<file path="config.mk">
export PLATFORM = sky130hd
export DESIGN_NAME = tilt_to_servo_lowpass_top
export DESIGN_NICKNAME = d
export VERILOG_FILES = /design/src/rtl/t2s_pkg.sv /design/src/rtl/t2s_cordic.sv /design/src/rtl/t2s_div.sv /design/src/rtl/tilt_to_servo_lowpass_top.sv
export SDC_FILE = /design/constraint.sdc
export NUM_CORES = 2
export LEC_CHECK = 0
export ABC_AREA = 1
export BUFFER_PORTS_ARGS = -buffer_cell sky130_fd_sc_hd__buf_4
export CAP_MARGIN = 15
export CORE_UTILIZATION = 50
export CTS_CLUSTER_DIAMETER = 120
export DETAILED_ROUTE_END_ITERATION = 12
export GPL_TIMING_DRIVEN = 0
export PLACE_DENSITY = 0.77
export SYNTH_ARGS = -nofsm -noshare
export SYNTH_HDL_FRONTEND = slang
export SYNTH_HIERARCHICAL = 1
export SYNTH_SLANG_ARGS = --single-unit
</file>
<file path="constraint.sdc">
create_clock -name aclk -period 9.5 [get_ports aclk]
set_input_delay 0.475 -clock aclk [delete_from_list [all_inputs] [get_ports aclk]]
set_output_delay 0.475 -clock aclk [all_outputs]
set_load 0.1 [all_outputs]
</file>
<file path="src/rtl/t2s_pkg.sv">
package t2s_pkg;

    localparam int CORDIC_STEPS = 16;
    localparam int TABLE_LEN    = 24;
    localparam int NUM_STEPS    = (CORDIC_STEPS < TABLE_LEN) ? CORDIC_STEPS : TABLE_LEN;
    localparam int STEP_W       = 5;

    localparam int VEC_W = 26;
    localparam int ACC_W = 25;

    localparam int DIVIDEND_W = 29;
    localparam int DIVISOR_W  = 8;
    localparam int DCOUNT_W   = 5;

    localparam logic [15:0] Z_FLOOR = 16'd205;

    localparam logic [2:0] REG_ANGLE_RANGE = 3'd0;
    localparam logic [2:0] REG_SERVO_X_MIN = 3'd1;
    localparam logic [2:0] REG_SERVO_X_MAX = 3'd2;
    localparam logic [2:0] REG_SERVO_Y_MIN = 3'd3;
    localparam logic [2:0] REG_SERVO_Y_MAX = 3'd4;
    localparam logic [2:0] REG_SMOOTHING   = 3'd5;

    typedef enum logic [2:0] {
        ST_IDLE,
        ST_ANGLE,
        ST_MUL,
        ST_DIV,
        ST_FILT_MUL,
        ST_FILT_SUM,
        ST_OUT
    } t2s_state_t;

    // atan(2^-i) in degrees scaled by 65536.
    function automatic logic [22:0] atan_deg(input logic [STEP_W-1:0] idx);
        logic [22:0] v;
        case (idx)
            5'd0:  v = 23'd2949120;
            5'd1:  v = 23'd1740967;
            5'd2:  v = 23'd919879;
            5'd3:  v = 23'd466945;
            5'd4:  v = 23'd234379;
            5'd5:  v = 23'd117304;
            5'd6:  v = 23'd58666;
            5'd7:  v = 23'd29335;
            5'd8:  v = 23'd14668;
            5'd9:  v = 23'd7334;
            5'd10: v = 23'd3667;
            5'd11: v = 23'd1833;
            5'd12: v = 23'd917;
            5'd13: v = 23'd458;
            5'd14: v = 23'd229;
            5'd15: v = 23'd115;
            5'd16: v = 23'd57;
            5'd17: v = 23'd29;
            5'd18: v = 23'd14;
            5'd19: v = 23'd7;
            5'd20: v = 23'd4;
            5'd21: v = 23'd2;
            5'd22: v = 23'd1;
            default: v = 23'd0;
        endcase
        return v;
    endfunction

endpackage

</file>
<file path="src/rtl/t2s_cordic.sv">
module t2s_cordic
    import t2s_pkg::*;
(
    input  logic               aclk,
    input  logic               aresetn,
    input  logic               start,
    input  logic signed [15:0] num,
    input  logic signed [15:0] den,
    output logic               done,
    output logic signed [15:0] angle
);

    logic signed [VEC_W-1:0]  vx_reg, vy_reg;
    logic signed [ACC_W-1:0]  acc_reg;
    logic [STEP_W-1:0]        step_reg;
    logic                     busy_reg, done_reg;
    logic signed [16:0]       den_mag, num_adj;
    logic signed [ACC_W-1:0]  rnd;
    logic signed [VEC_W-1:0]  sx, sy;
    logic signed [ACC_W-1:0]  at;

    // The vector is folded into the right half plane before rotation.
    assign den_mag = den[15] ? -{den[15], den} : {den[15], den};
    assign num_adj = den[15] ? -{num[15], num} : {num[15], num};
    assign sx = vx_reg >>> step_reg;
    assign sy = vy_reg >>> step_reg;
    assign at = ACC_W'(signed'({1'b0, atan_deg(step_reg)}));
    assign rnd = (acc_reg + ACC_W'(128)) >>> 8;

    always_ff @(posedge aclk) begin
        if (!aresetn) begin
            busy_reg <= 1'b0;
            done_reg <= 1'b0;
        end else begin
            done_reg <= 1'b0;
            if (start) begin
                busy_reg <= 1'b1;
            end else if (busy_reg &&
                         (vy_reg == '0 || step_reg == STEP_W'(NUM_STEPS - 1) ||
                          NUM_STEPS == 0)) begin
                busy_reg <= 1'b0;
                done_reg <= 1'b1;
            end
        end
    end

    always_ff @(posedge aclk) begin
        if (start) begin
            vx_reg   <= VEC_W'(den_mag) <<< 8;
            vy_reg   <= VEC_W'(num_adj) <<< 8;
            acc_reg  <= '0;
            step_reg <= '0;
        end else if (busy_reg && vy_reg != '0) begin
            if (vy_reg > 0) begin
                vx_reg  <= vx_reg + sy;
                vy_reg  <= vy_reg - sx;
                acc_reg <= acc_reg + at;
            end else begin
                vx_reg  <= vx_reg - sy;
                vy_reg  <= vy_reg + sx;
                acc_reg <= acc_reg - at;
            end
            step_reg <= step_reg + STEP_W'(1);
        end
    end

    assign done  = done_reg;
    assign angle = rnd[15:0];

endmodule

</file>
<file path="src/rtl/t2s_div.sv">
module t2s_div
    import t2s_pkg::*;
(
    input  logic                  aclk,
    input  logic                  aresetn,
    input  logic                  start,
    input  logic [DIVIDEND_W-1:0] dividend,
    input  logic [DIVISOR_W-1:0]  divisor,
    output logic                  done,
    output logic [DIVIDEND_W-1:0] quotient
);

    logic [DIVIDEND_W-1:0] quo_reg;
    logic [DIVISOR_W-1:0]  rem_reg, dvs_reg;
    logic [DCOUNT_W-1:0]   cnt_reg;
    logic                  busy_reg, done_reg;
    logic [DIVISOR_W:0]    trial;
    logic                  fits;

    // Restoring division, one quotient bit per cycle.
    assign trial = {rem_reg, quo_reg[DIVIDEND_W-1]};
    assign fits  = trial >= {1'b0, dvs_reg};

    always_ff @(posedge aclk) begin
        if (!aresetn) begin
            busy_reg <= 1'b0;
            done_reg <= 1'b0;
        end else begin
            done_reg <= 1'b0;
            if (start) begin
                busy_reg <= 1'b1;
            end else if (busy_reg && cnt_reg == DCOUNT_W'(DIVIDEND_W - 1)) begin
                busy_reg <= 1'b0;
                done_reg <= 1'b1;
            end
        end
    end

    always_ff @(posedge aclk) begin
        if (start) begin
            quo_reg <= dividend;
            rem_reg <= '0;
            dvs_reg <= divisor;
            cnt_reg <= '0;
        end else if (busy_reg) begin
            rem_reg <= fits ? DIVISOR_W'(trial - {1'b0, dvs_reg}) : trial[DIVISOR_W-1:0];
            quo_reg <= {quo_reg[DIVIDEND_W-2:0], fits};
            cnt_reg <= cnt_reg + DCOUNT_W'(1);
        end
    end

    assign done     = done_reg;
    assign quotient = quo_reg;

endmodule

</file>
<file path="src/rtl/tilt_to_servo_lowpass_top.sv">
// Turns one accelerometer sample into two tilt angles (Q8.8 degrees, clamped to the
// configured range) and two smoothed servo commands. The block takes one request at a
// time: s_tready is high only while it is idle, and the result is held on the master
// side until it is taken. The time a sample takes is set by the iterative CORDIC
// unit and the bit-serial divider, each shared by the x and y axes in turn (the
// CORDIC finishes early when the vector lands on the axis). The first sample after
// reset loads the filters directly; later ones blend with coefficient smoothing/256,
// with smoothing saturated at 256. Configuration writes should be made while the
// block is idle.
module tilt_to_servo_lowpass_top
    import t2s_pkg::*;
(
    input  logic        aclk,
    input  logic        aresetn,
    input  logic        s_tvalid,
    output logic        s_tready,
    input  logic [47:0] s_tdata,   // accel_x [15:0], accel_y [31:16], accel_z [47:32]
    output logic        m_tvalid,
    input  logic        m_tready,
    output logic [55:0] m_tdata,   // tilt_x, tilt_y, servo_x_cmd, servo_y_cmd
    input  logic        cfg_wr_en,
    input  logic [2:0]  cfg_index,
    input  logic [11:0] cfg_wdata
);

    // Configuration registers.
    logic [6:0]  angle_range_reg;
    logic [11:0] servo_x_min_reg, servo_x_max_reg, servo_y_min_reg, servo_y_max_reg;
    logic [8:0]  smoothing_reg;

    always_ff @(posedge aclk) begin
        if (!aresetn) begin
            angle_range_reg <= 7'd90;
            servo_x_min_reg <= 12'd0;
            servo_x_max_reg <= 12'd180;
            servo_y_min_reg <= 12'd0;
            servo_y_max_reg <= 12'd180;
            smoothing_reg   <= 9'd77;
        end else if (cfg_wr_en) begin
            case (cfg_index)
                REG_ANGLE_RANGE: angle_range_reg <= cfg_wdata[6:0];
                REG_SERVO_X_MIN: servo_x_min_reg <= cfg_wdata;
                REG_SERVO_X_MAX: servo_x_max_reg <= cfg_wdata;
                REG_SERVO_Y_MIN: servo_y_min_reg <= cfg_wdata;
                REG_SERVO_Y_MAX: servo_y_max_reg <= cfg_wdata;
                REG_SMOOTHING:   smoothing_reg   <= cfg_wdata[8:0];
                default: ;
            endcase
        end
    end

    // Effective range (zero counts as one degree) and alpha (saturated at 256).
    logic [6:0]  range_eff;
    logic [8:0]  alpha;
    logic [14:0] lim;
    assign range_eff = (angle_range_reg == '0) ? 7'd1 : angle_range_reg;
    assign alpha     = (smoothing_reg > 9'd256) ? 9'd256 : smoothing_reg;
    assign lim       = {range_eff, 8'd0};

    // Sequencer state.
    t2s_state_t state_reg, state_next;
    logic axis_reg, axis_next;
    logic primed_reg, primed_next;

    logic signed [15:0] ax_reg, ay_reg, az_reg;
    logic signed [15:0] tilt_x_reg, tilt_y_reg;
    logic signed [16:0] num_reg;
    logic signed [30:0] prod_reg;
    logic [19:0] cmd_reg;
    logic [28:0] m1_reg, m2_reg;
    logic [19:0] filter_x_reg, filter_y_reg;

    // Start pulses for the two shared units, registered so that each unit sees its
    // operands already settled.
    logic angle_go_reg, div_go_reg;

    // Floor on |z| so that the angle stays defined near the horizon.
    logic signed [15:0] az_in, az_fl;
    logic [16:0]        az_mag;
    assign az_in  = s_tdata[47:32];
    assign az_mag = az_in[15] ? 17'(-{az_in[15], az_in}) : {1'b0, az_in};
    assign az_fl  = (az_mag < {1'b0, Z_FLOOR}) ?
                    ((az_in > 0) ? signed'(Z_FLOOR) : -signed'(Z_FLOOR)) : az_in;

    // Shared CORDIC unit.
    logic cordic_done;
    logic signed [15:0] cordic_angle;
    t2s_cordic u_cordic (
        .aclk    (aclk),
        .aresetn (aresetn),
        .start   (angle_go_reg),
        .num     (axis_reg ? ay_reg : ax_reg),
        .den     (az_reg),
        .done    (cordic_done),
        .angle   (cordic_angle)
    );

    // Shared divider for the linear mapping.
    logic div_done;
    logic [DIVIDEND_W-1:0] div_q;
    logic [30:0] prod_mag;
    assign prod_mag = prod_reg[30] ? 31'(-prod_reg) : prod_reg;
    t2s_div u_div (
        .aclk     (aclk),
        .aresetn  (aresetn),
        .start    (div_go_reg),
        .dividend (prod_mag[DIVIDEND_W-1:0]),
        .divisor  ({range_eff, 1'b0}),
        .done     (div_done),
        .quotient (div_q)
    );

    // Angle clamp and mapping numerator for the axis in hand.
    logic signed [16:0] ang_ext, lim_s, ang_cl;
    assign ang_ext = {cordic_angle[15], cordic_angle};
    assign lim_s   = {2'b00, lim};
    assign ang_cl  = (ang_ext < -lim_s) ? -lim_s : ((ang_ext > lim_s) ? lim_s : ang_ext);

    logic [11:0] lo, hi;
    assign lo = axis_reg ? servo_y_min_reg : servo_x_min_reg;
    assign hi = axis_reg ? servo_y_max_reg : servo_x_max_reg;

    logic signed [12:0] diff;
    assign diff = signed'({1'b0, hi}) - signed'({1'b0, lo});

    // Command in Q12.8 from the quotient, then clamped to the servo span.
    logic signed [22:0] q_s, cmd_raw, lo8, hi8;
    logic [19:0] cmd_cl;
    assign q_s     = prod_reg[30] ? -signed'({2'b00, div_q[20:0]})
                                  : signed'({2'b00, div_q[20:0]});
    assign lo8     = signed'({3'b000, lo, 8'd0});
    assign hi8     = signed'({3'b000, hi, 8'd0});
    assign cmd_raw = lo8 + q_s;
    assign cmd_cl  = (cmd_raw < lo8) ? lo8[19:0] : ((cmd_raw > hi8) ? hi8[19:0] : cmd_raw[19:0]);

    logic [19:0] f_old;
    logic [29:0] f_sum;
    assign f_old = axis_reg ? filter_y_reg : filter_x_reg;
    assign f_sum = 30'(m1_reg) + 30'(m2_reg) + 30'd128;

    always_ff @(posedge aclk) begin
        if (!aresetn) begin
            state_reg  <= ST_IDLE;
            axis_reg   <= 1'b0;
            primed_reg <= 1'b0;
        end else begin
            state_reg  <= state_next;
            axis_reg   <= axis_next;
            primed_reg <= primed_next;
        end
    end

    always_comb begin
        state_next   = state_reg;
        axis_next    = axis_reg;
        primed_next  = primed_reg;
        case (state_reg)
            ST_IDLE: begin
                if (s_tvalid) begin
                    axis_next  = 1'b0;
                    state_next = ST_ANGLE;
                end
            end
            ST_ANGLE: begin
                if (cordic_done) begin
                    state_next = ST_MUL;
                end
            end
            ST_MUL: begin
                state_next = ST_DIV;
            end
            ST_DIV: begin
                if (div_done) begin
                    state_next = ST_FILT_MUL;
                end
            end
            ST_FILT_MUL: begin
                state_next = ST_FILT_SUM;
            end
            ST_FILT_SUM: begin
                if (!axis_reg) begin
                    axis_next  = 1'b1;
                    state_next = ST_ANGLE;
                end else begin
                    primed_next = 1'b1;
                    state_next  = ST_OUT;
                end
            end
            ST_OUT: begin
                if (m_tready) begin
                    state_next = ST_IDLE;
                end
            end
            default: state_next = ST_IDLE;
        endcase
    end

    // The CORDIC fires on the first cycle of ST_ANGLE, once the axis and operands are
    // in place. The divider fires on the first cycle of ST_DIV, after the product has
    // been registered in ST_MUL.
    always_ff @(posedge aclk) begin
        if (!aresetn) begin
            angle_go_reg <= 1'b0;
            div_go_reg   <= 1'b0;
        end else begin
            angle_go_reg <= (state_reg != ST_ANGLE) && (state_next == ST_ANGLE);
            div_go_reg   <= (state_reg == ST_MUL);
        end
    end

    always_ff @(posedge aclk) begin
        if (state_reg == ST_IDLE && s_tvalid) begin
            ax_reg <= s_tdata[15:0];
            ay_reg <= s_tdata[31:16];
            az_reg <= az_fl;
        end
        if (state_reg == ST_ANGLE && cordic_done) begin
            if (axis_reg) begin
                tilt_y_reg <= ang_cl[15:0];
            end else begin
                tilt_x_reg <= ang_cl[15:0];
            end
            num_reg <= ang_cl + lim_s;
        end
        if (state_reg == ST_MUL) begin
            prod_reg <= 31'(num_reg * 31'(diff));
        end
        if (state_reg == ST_DIV && div_done) begin
            cmd_reg <= cmd_cl;
        end
        if (state_reg == ST_FILT_MUL) begin
            m1_reg <= 29'(cmd_reg) * 29'(alpha);
            m2_reg <= 29'(f_old) * 29'(9'd256 - alpha);
        end
    end

    always_ff @(posedge aclk) begin
        if (!aresetn) begin
            filter_x_reg <= '0;
            filter_y_reg <= '0;
        end else if (state_reg == ST_FILT_SUM) begin
            if (axis_reg) begin
                filter_y_reg <= primed_reg ? f_sum[27:8] : cmd_reg;
            end else begin
                filter_x_reg <= primed_reg ? f_sum[27:8] : cmd_reg;
            end
        end
    end

    assign s_tready = (state_reg == ST_IDLE);
    assign m_tvalid = (state_reg == ST_OUT);
    assign m_tdata  = {filter_y_reg[19:8], filter_x_reg[19:8], tilt_y_reg, tilt_x_reg};

endmodule

</file>
======== After elaboration in Yosys (flattened, before gate mapping) ========
Memory sizes are Yosys's and may differ from the RTL's. A register that Yosys moved wholly into a read port is not among the register bits.
Cells that the tools add are included.
storage, ports and cells
  memory bits (read-only) ................. 704
  memories kept ........................... 1
  output and inout port bits .............. 58
  register bits after elaboration ......... 449
  word-level logic and storage cells ...... 169
  input bits .............................. 68
memory list
  name              depth  bits a word  read ports  clocked after memory_dff  write ports  RTL line       source
  (name not given)  32     22           1           1                         0            t2s_pkg.sv:37  case (idx)
operators by class
  bitwise logic cells ..................... 2
  add/subtract/negate cells ............... 22
  eq/ne operators ......................... 16
  reduce and logical (&&, ||, !) cells .... 32
  mux-type cells .......................... 44
  magnitude comparators ................... 9
  multipliers ............................. 3
  shift operators ......................... 2
operators by type and width
  kind                                                 number
  two-way mux 26 bit                                   6
  two-way mux 29 bit                                   3
  two-way mux 17 bit                                   5
  two-way mux 20 bit                                   4
  adder 26 bit                                         2
  >>> shifter 26 x 5 -> 26 bit                         2
  subtractor 26 bit                                    2
  negation 17 bit                                      3
  two-way mux 16 bit                                   3
  multiplier 17 x 13 -> 30 bit                         1
  negation 29 bit                                      1
  adder 28 bit                                         1
  adder 28 x 8 -> 28 bit, second input constant        1
  multiplier 20 x 9 -> 28 bit                          1
  multiplier 21 x 10 -> 28 bit                         1
  > comparator 26 x 1 -> 1 bit, second input constant  1
  logical NOT 26 bit                                   1
  nonzero test 26 bit                                  1
  adder 25 x 24 -> 25 bit                              1
  two-way mux 25 bit                                   1
  subtractor 25 x 24 -> 25 bit                         1
  adder 24 x 9 -> 24 bit, second input constant        1
  two-way mux 12 bit                                   2
  adder 21 x 23 -> 23 bit                              1
  other kinds (39)                                     84

======== Logic depth before layout (Yosys ltp) ========
  depth after elaboration ................. 6
  gate-level depth with buffers ........... 41
  depth with buffers taken out ............ 40

======== Hierarchy ========
The synthesis kept the hierarchy.
modules (own cells, without submodules)
  module                     seq. area each (µm²)  cells an instance  area each (µm²)  times used
  tilt_to_servo_lowpass_top  8,318.0               4,529              37,417.1         1
  t2s_cordic                 2,462.4               2,150              13,135.1         1
  t2s_div                    1,411.4               298                2,593.7          1

======== Least setup slack after synthesis ========
Ideal clock, no wire load.
  path type ............................... register to register
  from .................................... reg axis_reg
  to ...................................... reg prod_reg[26], data pin
  data required time ...................... 9.238 ns
  clock period less this slack ............ 7.532 ns
  setup time .............................. 0.262 ns
  buffers on the path ..................... 2
  arrival time ............................ 7.269 ns
  cell stages (with the launch flop) ...... 37
  setup slack ............................. 1.968 ns
  cells stage by stage .................... dfxtp_1 -> inv_1 -> clkbuf_1 -> clkbuf_1 -> o21ai_0 -> ha_1 -> fa_1 -> o31ai_1 -> nand2_1 -> nand2_1 -> nand2_1 -> nand2_1 -> nand2_1 -> nand2_1 -> a21oi_1 -> or2_1 -> nand2_2 -> inv_2 -> nand2_1 -> fa_1 -> fa_1 -> inv_1 -> fa_1 -> fa_1 -> fa_1 -> inv_1 -> fa_1 -> inv_1 -> ha_1 -> nand2_1 -> inv_1 -> nand4_1 -> o21ai_1 -> a21oi_1 -> o21ai_1 -> a21oi_1 -> xor2_1
between the ends
  cells in the longest elaborated chain, start to end .. 3
  elaborated cells on any way between the ends .. 4
  those cells by class .................... 1 x add/sub; 1 x mul; 2 x mux
ends and longest elaborated chain
  item                                   RTL line                                                            source
  start, declared                        tilt_to_servo_lowpass_top.sv:62                                     logic axis_reg, axis_next;
  start signal, assigned                 tilt_to_servo_lowpass_top.sv:148                                    axis_reg <= axis_next;
  two-way mux 12 bit (on tied branches)  tilt_to_servo_lowpass_top.sv:121, tilt_to_servo_lowpass_top.sv:120
  subtractor 12 x 12 -> 13 bit *         tilt_to_servo_lowpass_top.sv:124                                    assign diff = signed'({1'b0, hi}) - signed'({1'b0, lo});
  multiplier 17 x 13 -> 30 bit *         tilt_to_servo_lowpass_top.sv:226                                    prod_reg <= 31'(num_reg * 31'(diff));
  end signal, assigned                   tilt_to_servo_lowpass_top.sv:226
  end, declared                          tilt_to_servo_lowpass_top.sv:68                                     logic signed [30:0] prod_reg;
Every way passes the cells marked *; elsewhere a longest branch is shown, timed or not.
A chain may end at the register's enable or synchronous reset.

======== Worst setup path after layout ========
  from .................................... reg axis_reg
  to ...................................... reg prod_reg[19], data pin
Same word-level chain as after synthesis.

==> impl_metrics.py <==
metrics = {
    "outcome": {
        "status": "complete, no violations",
    },
    "route": {
        "drc": 0,
        "via_count": 48400,
        "ant_nets": 0,
        "wire_per_inst_um": 19.53,
        "via_per_inst": 5.582,
        "drt_first_pass_iters": 7,
        "wl_um": 169300,
        "drtIter0Drc": 4415,
    },
    "clock_network": {
        "root_buffer": "clkbuf_16",
        "clk_latency_ns": 0.70,
        "h-tree-depth": 2,
        "cts_setup_buffers": 0,
        "cts_buffer_depth": 3,
        "path_clk_slew_ns": 0.06,
        "cts_tree": "yes",
        "cts.sinks": 471,
        "cts_buffers": 58,
    },
    "power_and_ir_drop": {
        "vdd_drop_max_v": 0.0003659,
        "p_switching_mw": 8.675,
        "pwr-share-comb": 0.688,
        "power.total_mw": 17.18,
        "seqPwrFrac": 0.172,
        "p_int_mw": 8.502,
        "switching_share": 0.5051,
        "leakagePower_nw": 28.62,
        "pwr-share-clk": 0.140,
        "power.density_nw_per_um2": 293.4,
    },
    "logic_synthesis": {
        "synth_flop_cell": "edfxtp_1",
        "yosysWarnings": 6,
        "synth_top_area_frac": 0.1819,
        "yosysTopAreaCell": "fa_1",
        "ys_seq_area_frac": 0.2294,
        "netlist_instances": 6977,
        "ys_seq_elements": 471,
        "syn_avg_cell_area_um2": 7.617,
        "synth_area_leaders": "fa_1, edfxtp_1, nand2_1, ha_1, inv_1",
        "synth_cell_types": 75,
        "synth_area_um2": 53150,
        "synthArstFlopShare": 0,
        "synth_edf_count": 276,
    },
    "critical_path": {
        "path_class": "reg -> reg",
        "required_ns": 9.95,
        "critPathMaxFanout": 14,
        "cp-start-kind": "register",
        "cp-end-kind": "register",
        "rrSetupSlack_ns": 0.57,
        "worstPathArrival_ns": 9.38,
    },
    "finish": {
        "final_nets": 8195,
        "final_cells": 8670,
        "drive_gt1_frac": 0.07406,
        "area_delta_synth_final_pct": 10.17,
        "final_util": 0.5562,
        "largest_reg_flops": 30,
        "final_cell_area_um2": 58550,
    },
    "sta": {
        "fmax_mhz": 111.9,
        "setup_viol": 0,
        "maxSlewHeadroom": 0.1715,
        "tightestPinTransition_ns": 1.230,
        "finalCritPeriodShare": 0.9403,
        "report.final.slew_viol_count": 0,
        "rsz0062_at_grt": "false",
        "skew_ns": 0.04806,
        "layout_min_cycle_time_ns": 8.933,
        "finalHoldViolCount": 0,
    },
    "floorplan": {
        "io_pins": 126,
        "start_util": 0.5049,
        "rows": 119,
        "core-area_um2": 105300,
        "die_w_um": 328.0,
        "die_y_um": 328.0,
        "dieArea_um2": 107600,
    },
    "min_path": {
        "min_path_type": "in -> reg",
    },
    "placement": {
        "dpl-instance-area_um2": 56110,
        "place_hpwl_um": 137500,
        "gp_congestion": 1.027,
        "port_buffers": 124,
        "placedCellCount": 8525,
    },
    "global_route": {
        "grt_usage": 0.3134,
        "antenna_found_initial": 2,
        "overflow": 0,
        "first_global_vias": 47680,
        "grt_first_pass_wirelength_um": 261600,
        "grt_start_max_net_pins": 37,
    },
    "run": {
        "maxCapViolations": 0,
    },
}
-- cells by family (layout without fill, tap and decap cells) --
group           Yosys count  count (layout)  synth area share
compound gates          951             951            0.1011
xor+xnor                280             280           0.04664
fa+ha+maj               899             899            0.2799
buf+inv                1366            1648            0.1022
flops                   471             471            0.2294
mux                       2               2         0.0003767
other cells               2              22         0.0001413
simple gates           3006            3006            0.2403
-- critical path, stage by stage, from the launching register on --
cell and delay [ns]:
dfxtp_1 0.33, inv_1 0.40, clkbuf_4 0.42, o21ai_1 0.26, ha_1 0.36, fa_1 0.49
xnor2_1 0.83, clkbuf_1 0.45, nand2_1 0.14, fa_1 0.52, inv_1 0.05, fa_1 0.49
fa_1 0.53, inv_1 0.05, fa_1 0.49, fa_1 0.50, inv_1 0.04, ha_1 0.27
ha_1 0.35, a21oi_1 0.21, nand2_1 0.11, a21boi_0 0.38, o21bai_1 0.22, a21oi_1 0.25
o21ai_0 0.20, nand2_1 0.10, nand2_1 0.06, xor2_1 0.14
-- cell usage in the layout, fill, tap and decap left out, types with 27 or more instances in the layout --
cell / count
nand2_1: 1629
inv_1: 1083
nor2_1: 600
fa_1: 483
nand3_1: 453
ha_1: 416
o21ai_0: 349
a21oi_1: 331
edfxtp_1: 276
dfxtp_1: 195
xor2_1: 187
buf_4: 158
clkbuf_1: 129
xnor2_1: 91
nor3_1: 76
clkbuf_16: 62
nand4_1: 45
buf_2: 42
o21ai_1: 42
or2_2: 39
o21bai_1: 38
nor2_2: 37
o211ai_1: 34
nand2_2: 33
dlygate4sd3_1: 32
buf_1: 29
inv_2: 27
-- final timing paths --
kind	from	to	cells past startpoint
setup / recovery	axis_reg	prod_reg[19]	27
hold / removal	cfg_wdata[9]	servo_y_max_reg[9]	3
setup reg to reg	axis_reg	prod_reg[19]	27
hold reg to reg	servo_x_max_reg[5]	servo_x_max_reg[5]	2
-- layout make-up --
cell class	count	area (um^2)
antenna	1	2.502
buffer	246	1216
clock buffer	74	1637
clock inverter	36	444.2
fill	9680	46720
inverter	1119	4224
multi-input combinational	5159	35620
sequential	471	12190
tap	1391	1740
timing repair buffer	173	1480
-- power groups by stage --
| stage | sequential, mW | combinational [mW] | clock, mW |
|---|---|---|---|
| 2_1_floorplan | 2.90 | 8.68 | 0 |
| 3_3_place_gp | 2.98 | 11.3 | 0 |
| 3_5_place_dp | 2.98 | 11.5 | 0 |
| 4_1_cts | 2.94 | 11.6 | 2.44 |
| 5_1_grt | 2.96 | 13.3 | 2.51 |
| 6_report | 2.95 | 11.8 | 2.41 |
-- per-stage QoR --
stage	hold WS [ns]	setup slack, ns	TNS (ns)
2_1_floorplan	0.4214	1.968	0
3_3_place_gp	0.4332	-0.6817	-5.480
3_5_place_dp	0.4389	-0.3553	-1.709
4_1_cts	0.03382	0.03917	0
5_1_grt	0.06101	0.01538	0
6_report	0.06323	0.5672	0
-- synth_stat cells (all sizes together), types with 91 or more instances --
cell type / instances
a21oi: 336
nand2: 1669
fa: 483
dfxtp: 195
nor2: 644
xnor2: 91
ha: 416
nand3: 467
buf: 119
o21ai: 399
inv: 1113
clkbuf: 128
edfxtp: 276
xor2: 189
-- layer usage --
| metal | global-route usage | vias up | wire length (um) |
|---|---|---|---|
| li1 | - | 22770 | - |
| met1 | 0.4060 | 22890 | 68260 |
| met2 | 0.4983 | 2295 | 75460 |
| met3 | 0.05984 | 438 | 16310 |
| met4 | 0.1614 | 2 | 9278 |
| met5 | 0 | - | 20 |
-- timing repair --
action | 4_1_cts | 5_1_grt
endpoints found under the hold margin | 32 | 0
gates resized for setup | 1 | 16
hold buffers | 32 | 0
endpoints found under the setup margin | 8 | 14
No activity file was read; power rests on OpenSTA's default activity.
